[src/rtl/core/scvf_queue.sv]
// Short job queue between the classifying front and the counting back.
// Plain flip-flop storage; depends on nothing.
module scvf_queue #(
	parameter int W     = 8,
	parameter int DEPTH = 2
) (
	input  logic         clk,
	input  logic         arst_n,
	input  logic         push,
	input  logic [W-1:0] push_data,
	output logic         full,
	input  logic         pop,
	output logic [W-1:0] pop_data,
	output logic         empty
);
	localparam int PTR_W = (DEPTH > 1) ? $clog2(DEPTH) : 1;
	localparam int CNT_W = $clog2(DEPTH + 1);

	logic [W-1:0]     slot_q [DEPTH];
	logic [PTR_W-1:0] wr_ptr_q, rd_ptr_q;
	logic [CNT_W-1:0] fill_q;

	assign full     = (fill_q == CNT_W'(DEPTH));
	assign empty    = (fill_q == '0);
	assign pop_data = slot_q[rd_ptr_q];

	always_ff @(posedge clk) begin
		if (push)
			slot_q[wr_ptr_q] <= push_data;
	end

	always_ff @(posedge clk or negedge arst_n) begin
		if (!arst_n) begin
			wr_ptr_q <= '0;
			rd_ptr_q <= '0;
			fill_q   <= '0;
		end else begin
			if (push)
				wr_ptr_q <= (wr_ptr_q == PTR_W'(DEPTH - 1)) ? '0 : wr_ptr_q + 1'b1;
			if (pop)
				rd_ptr_q <= (rd_ptr_q == PTR_W'(DEPTH - 1)) ? '0 : rd_ptr_q + 1'b1;
			if (push && !pop)
				fill_q <= fill_q + 1'b1;
			else if (pop && !push)
				fill_q <= fill_q - 1'b1;
		end
	end
endmodule

[config.mk]
export PLATFORM = sky130hd
export DESIGN_NAME = scvf_queue
export DESIGN_NICKNAME = d
export VERILOG_FILES = /design/src/rtl/core/scvf_queue.sv
export SDC_FILE = /design/constraint.sdc
export NUM_CORES = 1
export LEC_CHECK = 0
export ABC_AREA = 1
export BUFFER_PORTS_ARGS = -buffer_cell sky130_fd_sc_hd__buf_2
export CAP_MARGIN = 20
export CORE_MARGIN = 4
export CORE_UTILIZATION = 36
export CTS_BUF_LIST = sky130_fd_sc_hd__clkbuf_8
export CTS_CLUSTER_DIAMETER = 150
export DETAILED_ROUTE_END_ITERATION = 8
export PLACE_DENSITY = 0.56
export SLEW_MARGIN = 0
export SYNTH_ARGS = -nofsm -noshare
export SYNTH_HDL_FRONTEND = slang
export SYNTH_SLANG_ARGS = --single-unit
[constraint.sdc]
create_clock -name clk -period 1.4 [get_ports clk]
set_input_delay 0.28 -clock clk [delete_from_list [all_inputs] [get_ports clk]]
set_output_delay 0.28 -clock clk [all_outputs]
set_load 0.01 [all_outputs]
==> out/qor.txt <==
Status -> finished, violations left
Violated checks -> setup timing
# rows -> 16
Clock power share -> 0.174
Routed length per instance -> 12.1 µm
Worst hold path class -> in -> reg
Initial antenna violation count -> 0
Area Overhead vs Synth -> 33.2%
Post-synthesis sequential area ratio -> 0.709
Most used DFF post-synth -> edfxtp_1
GRT Util Overall -> 0.0946
Slew Limit Headroom -> 0.774
Largest net degree at the start of global routing -> 12
Clk Latency, worst-skew pair -> 0.25 ns
DRT Pass-1 Iters -> 2
Unique masters post-synth -> 12
Final WS setup -> -0.112 ns
Kind of start point of the critical path -> flip-flop
Placed Cells incl. Taps -> 98
Int Pwr -> 1.51 mW
Port Buffer Count -> 21
GRT Residual Overflow -> 0
Share of cells above drive strength 1 -> 0.468
Max IR drop VDD -> 0.00113 V
CTS clk-pin slew, worst paths -> 0.07 ns
Initial DRC count -> 4
# IOs -> 22
Setup CP Type -> reg -> out
HPWL Detailed -> 911 µm
Antenna Cells -> 0
Die W -> 55.7 µm
Worst-path fanout max -> 5
Worst Skew -> 0.00306 ns
Yosys top cell area share -> 0.587
Core Util, Final -> 0.529
Worst Path Required -> 1.12 ns
PD cells -> 1930 nW/µm²
Most frequent cell after synthesis -> edfxtp_1
Cts bufs inserted -> 3
Unrepaired setup endpoints after global routing -> true
Syn_nets -> 63
Post-Layout Inst Area -> 1090 µm²
Initial Utilization -> 0.397
Final setup fails -> 8
Sequential share of power -> 0.422
Combinational power share -> 0.404
DRT Wirelength -> 1290 µm
CTS tree -> done
Post-layout min period -> 1.51 ns
Die ar. -> 3100 µm²
Post-DRT Antenna Nets -> 0
Mapped cell area -> 818 µm²
MaxCap Viol Count -> 0
Post-Syn Instances -> 50
Vias per cell -> 4.34
EDFF count, synth -> 16
Fin Setup TNS -> -0.832 ns
CTS Root Cell -> clkbuf_8
Number of global-route vias before repair -> 498
Synth top cells by count -> edfxtp_1 (16), mux2_4 (8), inv_1 (7), nand2_1 (5), dfrtp_1 (4)
Final slew viol count -> 0
CP Capture Type -> output port
Hold path depth -> 1
Switching Share -> 0.283
Yosys warning count -> 0
Longest Clk Path Bufs -> 2
Yosys reg bits -> 20
Mapped Avg Cell Area -> 16.4 µm²
Sw power -> 0.597 mW
Vias -> 460
H-tree level count -> 1
Dpl ws -> -0.0276 ns
R2R cell count -> 2
Layout Cells excl Fill -> 106
Leak -> 0.490 nW
First-pass GRT wire length -> 2240 µm
Placement Cell Area -> 953 µm²
Post-synthesis async set-or-reset flop share -> 0.200
Tcrit/Tclk final -> 1.08
Final Wtd Congestion -> 0.617
Sink Count -> 20
Core area -> 2060 µm²
DRC viols -> 0
Post-synth top area cell -> edfxtp_1
Fin. Hold Viols -> 0
Synth top area cells -> edfxtp_1 (59%), mux2_4 (15%), dfrtp_1 (12%), inv_1 (3.2%), nand2_1 (2.3%)
Slew @ Worst Pin -> 0.339 ns
CP arrival -> 1.23 ns
Die span in y -> 55.7 µm
Layout Nets -> 93
Achievable frequency -> 662 MHz
==> layout by cell type (no fill, tap or decap), drive strengths merged, types with 2 or more instances in the layout <==
cell type	netlist	routed
clkbuf	0	3
buf	1	25
mux2	8	8
inv	7	7
xor2	2	2
nand2	5	5
nor2	3	3
dfrtp	4	4
edfxtp	16	16
==> power groups by stage <==
stage | clock network (mW) | registers [mW] | logic (mW)
detailed placement | 0 | 0.959 | 0.576
floorplan | 0 | 0.876 | 0.472
finish | 0.365 | 0.889 | 0.851
global route | 0.408 | 0.913 | 0.923
CTS | 0.382 | 0.889 | 0.865
global placement | 0 | 0.951 | 0.569
==> final cells by class <==
class	count	area (µm²)
Timing Repair Buffer	26	203
Sequential cell	20	582
Fill cell	174	972
Inverter	7	26.3
Clock inverter	1	3.75
Clock buffer	3	41.3
Multi-Input combinational cell	22	200
Tap cell	27	33.8
==> worst max-delay path, stage by stage (launching register included) <==
cell and delay [ns]:
dfrtp_2 0.42, buf_6 0.14, mux2_4 0.30, buf_6 0.12
==> layer usage <==
metal / share of wire / up-vias / global-route usage
met5: 0 / - / 0
met4: 0.0085 / 0 / 0.0208
met3: 0.072 / 2 / 0.0441
met2: 0.52 / 14 / 0.166
met1: 0.40 / 215 / 0.104
li1: - / 229 / -
==> path summary, 6_finish.rpt <==
path	endpoint	start	slack, ns
worst max register to register	slot_q[1][6]	wr_ptr_q	0.36
max in group asynchronous	rd_ptr_q	arst_n	0.92
worst min register to register	fill_q[1]	fill_q[1]	0.51
worst min-delay path	slot_q[1][3]	push_data[3]	0.21
min in group asynchronous	fill_q[1]	arst_n	0.35
worst max-delay path	pop_data[2]	rd_ptr_q	-0.11
==> kinds of logic (layout without fill, tap and decap cells) <==
logic type / count (synthesis) / count (layout) / share of synthesized area
muxes: 8 / 8 / 0.147
adders and majority gates: 1 / 1 / 0.0153
xor gates and xnor gates: 3 / 3 / 0.0321
buffers and inverters: 8 / 37 / 0.0459
and+or+nand+nor: 10 / 10 / 0.0505
DFF: 20 / 20 / 0.709
==> registers in the layout, summed over array words and instances (netlist names) <==
| name | count |
|---|---|
| slot_q | 16 |
| wr_ptr_q | 1 |
| rd_ptr_q | 1 |
| fill_q | 2 |
==> what timing repair did <==
| item | 4_1_cts | 5_1_grt |
|---|---|---|
| hold buffers | 1 | 0 |
| resized for setup | 12 | 0 |
| pin swaps | 0 | 0 |
| endpoints found under the hold margin | 4 | 0 |
| setup endpoints to repair | 8 | 8 |
| buffers inserted | 3 | 0 |
==> through the flow <==
step	hold slack [ns]	total power [mW]
5_1_grt	0.201	2.24
3_3_place_gp	0.0925	1.52
4_1_cts	0.205	2.14
6_report	0.212	2.11
2_1_floorplan	-0.0156	1.35
3_5_place_dp	0.0899	1.54
No activity file was read; power rests on OpenSTA's default activity.
